### src/hw/rtl/fbpa_pkg.sv
// Shared definitions for the fixed block pool allocator.
// Holds field widths, register indexes, status codes and controller/datapath structs.
// No dependencies.
`timescale 1ns / 1ps

package fbpa_pkg;

	localparam int ADDR_W    = 32;
	localparam int SIZE_W    = 16;
	localparam int BCNT_W    = 11;
	localparam int OIDX_W    = 10;
	localparam int OUSE_W    = 11;
	localparam int ST_W      = 3;
	localparam int CFG_IDX_W = 2;
	localparam int CFG_DAT_W = 32;

	localparam int DEF_NUM_BLOCKS = 1024;

	// Configuration register indexes.
	localparam logic [CFG_IDX_W-1:0] REG_BASE   = 2'd0;
	localparam logic [CFG_IDX_W-1:0] REG_BSIZE  = 2'd1;
	localparam logic [CFG_IDX_W-1:0] REG_BCOUNT = 2'd2;

	// Request kinds.
	localparam logic CMD_ALLOC = 1'b0;
	localparam logic CMD_FREE  = 1'b1;

	// Result status codes.
	localparam logic [ST_W-1:0] ST_OK        = 3'd0;
	localparam logic [ST_W-1:0] ST_EXHAUSTED = 3'd1;
	localparam logic [ST_W-1:0] ST_BAD_SIZE  = 3'd2;
	localparam logic [ST_W-1:0] ST_BAD_ADDR  = 3'd3;
	localparam logic [ST_W-1:0] ST_NONE_USED = 3'd4;

	typedef struct packed {
		logic            clr_wr;
		logic            in_take;
		logic            mul_span;
		logic            mul_en;
		logic            link_rd;
		logic            div_start;
		logic            div_step;
		logic            commit_alloc;
		logic            commit_free;
		logic            out_load;
		logic [ST_W-1:0] out_status;
	} dp_cmd_t;

	typedef struct packed {
		logic clr_last;
		logic is_free;
		logic exhausted;
		logic bad_size;
		logic none_used;
		logic bsize_zero;
		logic off_ge_span;
		logic div_last;
		logic rem_nonzero;
		logic slot_free;
	} dp_stat_t;

endpackage

### src/hw/rtl/fbpa_ctrl.sv
// Controller of the fixed block pool allocator: sequences the link-store clearing
// pass, request checks, the divider and the result hand-off. Depends on fbpa_pkg.
`timescale 1ns / 1ps

module fbpa_ctrl (
	input  logic               clk,
	input  logic               arst_n,
	input  logic               in_valid,
	output logic               in_ready,
	input  fbpa_pkg::dp_stat_t stat,
	output fbpa_pkg::dp_cmd_t  cmd
);

	localparam logic [2:0] S_CLEAR  = 3'd0;
	localparam logic [2:0] S_IDLE   = 3'd1;
	localparam logic [2:0] S_CHECK  = 3'd2;
	localparam logic [2:0] S_SPAN   = 3'd3;
	localparam logic [2:0] S_DIV    = 3'd4;
	localparam logic [2:0] S_DIVCHK = 3'd5;
	localparam logic [2:0] S_FINISH = 3'd6;

	logic [2:0]                state_q, state_d;
	logic [fbpa_pkg::ST_W-1:0] st_q, st_d;
	logic                      ok_q;

	assign in_ready = (state_q == S_IDLE);
	assign ok_q     = (st_q == fbpa_pkg::ST_OK);

	always_comb begin
		state_d = state_q;
		st_d    = st_q;
		cmd     = '0;
		cmd.out_status = st_q;
		unique case (state_q)
			S_CLEAR: begin
				cmd.clr_wr = 1'b1;
				if (stat.clr_last) begin
					state_d = S_IDLE;
				end
			end
			S_IDLE: begin
				cmd.in_take = in_valid;
				if (in_valid) begin
					state_d = S_CHECK;
				end
			end
			S_CHECK: begin
				if (!stat.is_free) begin
					state_d = S_FINISH;
					if (stat.exhausted) begin
						st_d = fbpa_pkg::ST_EXHAUSTED;
					end else if (stat.bad_size) begin
						st_d = fbpa_pkg::ST_BAD_SIZE;
					end else begin
						// Product and next link are both ready in the finishing cycle.
						st_d         = fbpa_pkg::ST_OK;
						cmd.mul_en   = 1'b1;
						cmd.link_rd  = 1'b1;
					end
				end else begin
					if (stat.none_used) begin
						st_d    = fbpa_pkg::ST_NONE_USED;
						state_d = S_FINISH;
					end else if (stat.bsize_zero) begin
						st_d    = fbpa_pkg::ST_BAD_ADDR;
						state_d = S_FINISH;
					end else begin
						cmd.mul_en   = 1'b1;
						cmd.mul_span = 1'b1;
						state_d      = S_SPAN;
					end
				end
			end
			S_SPAN: begin
				if (stat.off_ge_span) begin
					st_d    = fbpa_pkg::ST_BAD_ADDR;
					state_d = S_FINISH;
				end else begin
					cmd.div_start = 1'b1;
					state_d       = S_DIV;
				end
			end
			S_DIV: begin
				cmd.div_step = 1'b1;
				if (stat.div_last) begin
					state_d = S_DIVCHK;
				end
			end
			S_DIVCHK: begin
				st_d    = stat.rem_nonzero ? fbpa_pkg::ST_BAD_ADDR : fbpa_pkg::ST_OK;
				state_d = S_FINISH;
			end
			S_FINISH: begin
				// Wait here until the result register can take the item.
				if (stat.slot_free) begin
					cmd.out_load     = 1'b1;
					cmd.commit_alloc = ok_q && !stat.is_free;
					cmd.commit_free  = ok_q && stat.is_free;
					state_d          = S_IDLE;
				end
			end
			default: begin
				state_d = S_IDLE;
			end
		endcase
	end

	always_ff @(posedge clk or negedge arst_n) begin
		if (!arst_n) begin
			state_q <= S_CLEAR;
			st_q    <= fbpa_pkg::ST_OK;
		end else begin
			state_q <= state_d;
			st_q    <= st_d;
		end
	end

endmodule

### config.mk
export PLATFORM = sky130hd
export DESIGN_NAME = fbpa_ctrl
export DESIGN_NICKNAME = d
export VERILOG_FILES = /design/src/hw/rtl/fbpa_pkg.sv /design/src/hw/rtl/fbpa_ctrl.sv
export SDC_FILE = /design/constraint.sdc
export NUM_CORES = 1
export LEC_CHECK = 0
export BUFFER_PORTS_ARGS = -buffer_cell sky130_fd_sc_hd__buf_4
export CORE_MARGIN = 2
export CORE_UTILIZATION = 30
export CTS_CLUSTER_SIZE = 8
export DETAILED_ROUTE_END_ITERATION = 6
export GPL_TIMING_DRIVEN = 1
export PLACE_DENSITY_LB_ADDON = 0.08
export SLEW_MARGIN = 20
export SYNTH_ARGS = -nofsm -noshare
export SYNTH_HDL_FRONTEND = slang
export SYNTH_SLANG_ARGS = --single-unit
### constraint.sdc
create_clock -name clk -period 2.9 [get_ports clk]
set_input_delay 0.29 -clock clk [delete_from_list [all_inputs] [get_ports clk]]
set_output_delay 0.29 -clock clk [all_outputs]
set_load 0.01 [all_outputs]
==> flow_summary.ini, run 1 <==
[setup_path]
crit_arrival_ns = 1.80
end_kind = primary output
path_cells = or4_2, a21oi_1, buf_4
path_class = flip-flop to primary output
cp.required_ns = 2.61
crit_path_max_fanout = 15
cp_slowest_cell = or4_2
cpPeakStageDelay_ns = 0.75
cp-start-kind = flip-flop
critical_path.top_delay_family = simple AND/OR/NAND/NOR gates
crit_buf_inv = 1

[sta]
maxSlewViolCount = 0
slew-limit-headroom = 0.716
hold_viol = 0
setup_violations = 0
fin_crit_ns = 2.09
tns_ns = 0
fmax_mhz = 479
fin_crit_sh = 0.720
worst_pin_slew_ns = 0.426
finalWorstSetupSlack_ns = 0.811
skew_ns = 0.000274
hold_ws_ns = 0.390
rsz0062_at_grt = false

[outcome]
status = complete, no violations

[layout]
antenna_cells = 0
nets = 103
final_core_util = 0.479
final_cell_mix = 26 x buf_4, 9 x o21ai_0, 6 x nor2_1, 6 x dfrtp_1
syn_to_final_growth_pct = 46.8
layout-drive-gt1-share = 0.466
fillers = 162
final_common_cell = buf_4

[synthesis]
synth_area_per_cell_um2 = 8.25
synthDistinctLibCells = 30
synth_top_area_cell = dfrtp_1
yosysSeqAreaShare = 0.299
synthTopCellsByArea = dfrtp_1 30%, o21ai_0 9.0%, mux2_4 6.0%
ys_ff_latch = 6
synth.net_count = 74
syn_inst = 61
syn_area_um2 = 503
synthDominantCellAreaShare = 0.299
yosys_warnings = 0

[hold_path]
min_path_type = input port to asynchronous set/reset pin

[power]
ir_drop_mv = 0.341
total_power_mw = 0.635
powerDensity_nw_per_um2 = 860
p_leak_nw = 0.364

[grt]
overflow = 0
grtUsageTotal = 0.132
antenna_found_initial = 0
grt_max_degree = 16
grt_pass1_vias = 438
grt_pass1_wl_um = 1930

[clocking]
cts.path.max_buffers = 2
ctsResizeCount = 0
cts_max_level = 1
cts_tree = done
numCtsBuffers = 3
cts.clk_slew.worst_paths_ns = 0.04
clk_latency_ns = 0.24
cts-root-buf = clkbuf_4
cts_num_sinks = 6

[route]
viasPerCell = 5.04
wirelength_um = 1210
firstDrtPassIters = 4
num_vias = 524
antenna_left = 0
drc = 0
drt-initial-drc-count = 8
wl_per_cell_um = 11.6

[die]
fp.dieW_um = 44.9
start_util = 0.326
core_um2 = 1540
ios = 27
rows = 14
die_h_um = 44.9
dieArea_um2 = 2020

[placed_design]
port_buffers = 26
pre_cts_ws_ns = 1.06
dp_hpwl_um = 951
gp_congestion = 0.759

[flow_run]
cap_viol_max_count = 0
worst paths after layout:
path / from / end / slack (ns) / depth (start not counted)
setup / recovery: state_q[0] / cmd[9] / 0.81 / 3
hold / removal: arst_n / st_q[1] / 0.39 / 2
setup reg to reg: state_q[0] / st_q[0] / 1.05 / 4
hold reg to reg: st_q[1] / st_q[1] / 0.53 / 1
max in group asynchronous: arst_n / state_q[1] / 2.40 / 2
min in group clk: stat[2] / state_q[0] / 0.39 / 3
layer usage:
metal	wire length (um)	global-route usage
met1	560	0.180
met2	564	0.197
met3	87	0.0600
met4	0	0.0176
met5	0	0
worst reg2reg max path, stage by stage, from the launching register on:
cell     delay (ns)
dfrtp_1        0.52
or4b_4         0.64
nand3_2        0.11
and2_4         0.16
mux2_4         0.29
registers in the layout, indices dropped and copies added (netlist names):
signal,count
st_q,3
state_q,3
through the flow:
step           cells  area, um^2
2_1_floorplan     61         503
3_3_place_gp     100         706
3_5_place_dp     100         706
4_1_cts          104         738
5_1_grt          104         738
6_report         104         738
synth_stat cells:
cell type	instances
nand2b_1	2
or4_2	1
nor2_1	6
buf_2	1
and2_2	1
and2_4	1
nor3_1	1
mux2_4	2
clkbuf_1	2
o21ai_0	9
and2b_2	1
a211oi_1	1
xor2_1	1
or4b_4	1
dfrtp_1	6
inv_1	3
and2_1	1
nand3_2	1
or2b_1	1
nor2b_1	3
o311a_2	2
a22o_1	1
or2b_2	1
nand3b_1	1
a22o_2	1
nor4_1	1
a22oi_1	1
nand2_1	3
a21oi_1	3
nand3_1	2
power breakdown:
| group | leakage, nW | internal [mW] | switching, mW |
|---|---|---|---|
| clock network | 0.0138 | 0.0467 | 0.0285 |
| registers | 0.0727 | 0.125 | 0.0871 |
| logic | 0.277 | 0.202 | 0.146 |
kinds of logic after synthesis:
group                     count (synthesis)  share of synthesized area
and+or+nand+nor                          28                      0.346
AOI/OAI and AO/OA                        18                      0.231
DFF                                       6                      0.298
buffers and inverters                     6                     0.0473
muxes                                     2                     0.0597
xor gates and xnor gates                  1                     0.0174
layout make-up:
| cell class | instances | area, um^2 | share of cell area |
|---|---|---|---|
| multi-input combinational | 49 | 329 | 0.446 |
| sequential | 6 | 150 | 0.203 |
| inverter | 3 | 11.3 | 0.0153 |
| tap | 16 | 20.0 | 0.0271 |
| clock buffer | 3 | 22.5 | 0.0305 |
| timing repair buffer | 27 | 205 | 0.278 |
repair_timing:
action / CTS / global route
hold buffers: 1 / 0
setup endpoints to repair: 0 / 0
hold endpoints to repair: 6 / 0
buffers inserted: 0 / 0
Power figures use the tool's default switching activity.
==> inputs of run 2 (changes only) <==
==> constraint.sdc (replaced) <==
create_clock -name clk -period 1.8 [get_ports clk]
set_input_delay 0.18 -clock clk [delete_from_list [all_inputs] [get_ports clk]]
set_output_delay 0.18 -clock clk [all_outputs]
set_load 0.01 [all_outputs]
==> run 2 against run 1 <==
  * Core utilization grew 4.0 points
  * Combinational power grew 110%
  * Sequential cell count is the same
  * Non-clock buffer count grew 6
  * Sequential share of layout area shrank 1.4 points
  * Cell area grew 8.3%
  * Critical path type unchanged
  * Critical endpoint unchanged
==> flow_summary.ini, run 2 (synthesis gave the netlist of run 1 again) <==
[setup_path]
cp_slowest_cell = or4b_4
cp-start-kind = flip-flop
crit_arrival_ns = 1.53
r2r-start = state_q[0]
crit_path_max_fanout = 5
crit_start = state_q[0]
cp.required_ns = 1.62
r2r_cells = 4
cp.depth = 3
crit_buf_inv = 1
critical_path.top_delay_family = simple AND/OR/NAND/NOR gates
path_cells = or4b_4, a21oi_2, buf_4
end_kind = primary output
path_class = flip-flop to primary output
regToRegEndpoint = st_q[2]
reg2reg_slack_ns = 0.11
cpPeakStageDelay_ns = 0.59

[die]
fp.dieW_um = 44.9
core_um2 = 1540
ios = 27
die_h_um = 44.9
start_util = 0.326
dieArea_um2 = 2020
rows = 14

[sta]
fmax_mhz = 584
finalWorstSetupSlack_ns = 0.0865
fin_crit_ns = 1.71
hold_viol = 0
fin_crit_sh = 0.952
hold_ws_ns = 0.243
worst_pin_slew_ns = 0.291
rsz0062_at_grt = false
tns_ns = 0
slew-limit-headroom = 0.806
skew_ns = 0.00203
maxSlewViolCount = 0
setup_violations = 0

[placed_design]
gp_congestion = 0.716
port_buffers = 26
dp_hpwl_um = 1050
pre_cts_ws_ns = 0.0970

[route]
viasPerCell = 5.09
antenna_left = 0
wirelength_um = 1320
drt-initial-drc-count = 6
firstDrtPassIters = 4
num_vias = 560
wl_per_cell_um = 12.0
drc = 0

[power]
ir_drop_mv = 0.623
powerDensity_nw_per_um2 = 1420
p_leak_nw = 0.395

[clocking]
cts_tree = done
cts_num_sinks = 6
cts.clk_slew.worst_paths_ns = 0.04
numCtsBuffers = 3
cts.path.max_buffers = 2
cts_max_level = 1
cts-root-buf = clkbuf_4
clk_latency_ns = 0.24

[grt]
grt_pass1_vias = 518
grtUsageTotal = 0.150
overflow = 0
grt_pass1_wl_um = 2190
antenna_found_initial = 0
grt_max_degree = 14

[hold_path]
hold_depth = 3
min_path_type = input port to flip-flop
hold_start = stat[2]
min_to = state_q[0]

[layout]
final_cell_mix = 32 x buf_4, 9 x o21ai_0, 6 x nor2_1
layout-drive-gt1-share = 0.543
largestRegisters = st_q x3, state_q x3
fillers = 162
syn_to_final_growth_pct = 59.0
final_common_cell = buf_4
antenna_cells = 0
nets = 109

[flow_run]
cap_viol_max_count = 0

[outcome]
status = complete, no violations
-- run 2: changes by cell type in the layout (fill, tap and decap cells not counted) --
| cell | previous run | this run |
|---|---|---|
| nor2b_2 | 0 | 1 |
| dfrtp_1 | 6 | 5 |
| or4_2 | 1 | 0 |
| or4_4 | 0 | 1 |
| dfrtp_2 | 0 | 1 |
| nor4_1 | 1 | 0 |
| a21oi_1 | 3 | 2 |
| nor2b_1 | 3 | 2 |
| a21oi_2 | 0 | 1 |
| buf_4 | 26 | 32 |
| nor4_2 | 0 | 1 |
-- run 2: timing repair --
action,in CTS,in global routing
gates resized for setup,3,2
hold buffers,1,0
setup endpoints to repair,4,2
gates cloned,0,0
endpoints found under the hold margin,6,0
setup buffers,2,0
-- run 2: worst register-to-register path: cells and delay by family, from the launching register on --
family	cells	cell delay, ns
and+or+nand+nor	3	0.85
DFF	1	0.43
muxes	1	0.29
-- run 2: cell type report --
type,instances,area [um^2],area share
tap,16,20.0,0.0250
timing repair buffer,33,250,0.313
inverter,3,11.3,0.0141
multi-input combinational,49,344,0.430
sequential,6,151,0.189
clock buffer,3,22.5,0.0282
-- run 2: stage by stage --
step / area [um^2] / total power [mW] / std cells / utilization
4_1_cts: 796 / 1.15 / 110 / 0.516
6_report: 800 / 1.14 / 110 / 0.519
5_1_grt: 800 / 1.24 / 110 / 0.519
3_5_place_dp: 736 / 0.974 / 104 / 0.477
2_1_floorplan: 503 / 0.702 / 61 / -
3_3_place_gp: 736 / 0.979 / 104 / 0.477
-- run 2: worst max path at each step --
stage / to / slack [ns]
after CTS: cmd[4] / 0.07
after global routing: cmd[11] / 0.01
after detailed placement: st_q[0] / 0.1
after global placement: st_q[2] / 0.13
after floorplan: cmd[9] / 0.15
final: cmd[9] / 0.09
-- run 2: per-layer routing --
metal / track usage / vias up / wire length, um
li1: - / 286 / -
met1: 0.195 / 257 / 572
met2: 0.243 / 17 / 674
met3: 0.0480 / 0 / 73
met4: 0.0353 / 0 / 0
met5: 0 / - / 0
-- run 2: report_power, final --
| group | total, mW | switching [mW] | leakage [nW] | internal, mW |
|---|---|---|---|---|
| logic | 0.736 | 0.326 | 0.310 | 0.410 |
| clock network | 0.121 | 0.0456 | 0.0138 | 0.0752 |
| registers | 0.281 | 0.0766 | 0.0715 | 0.204 |
| total | 1.14 | 0.449 | 0.395 | 0.689 |
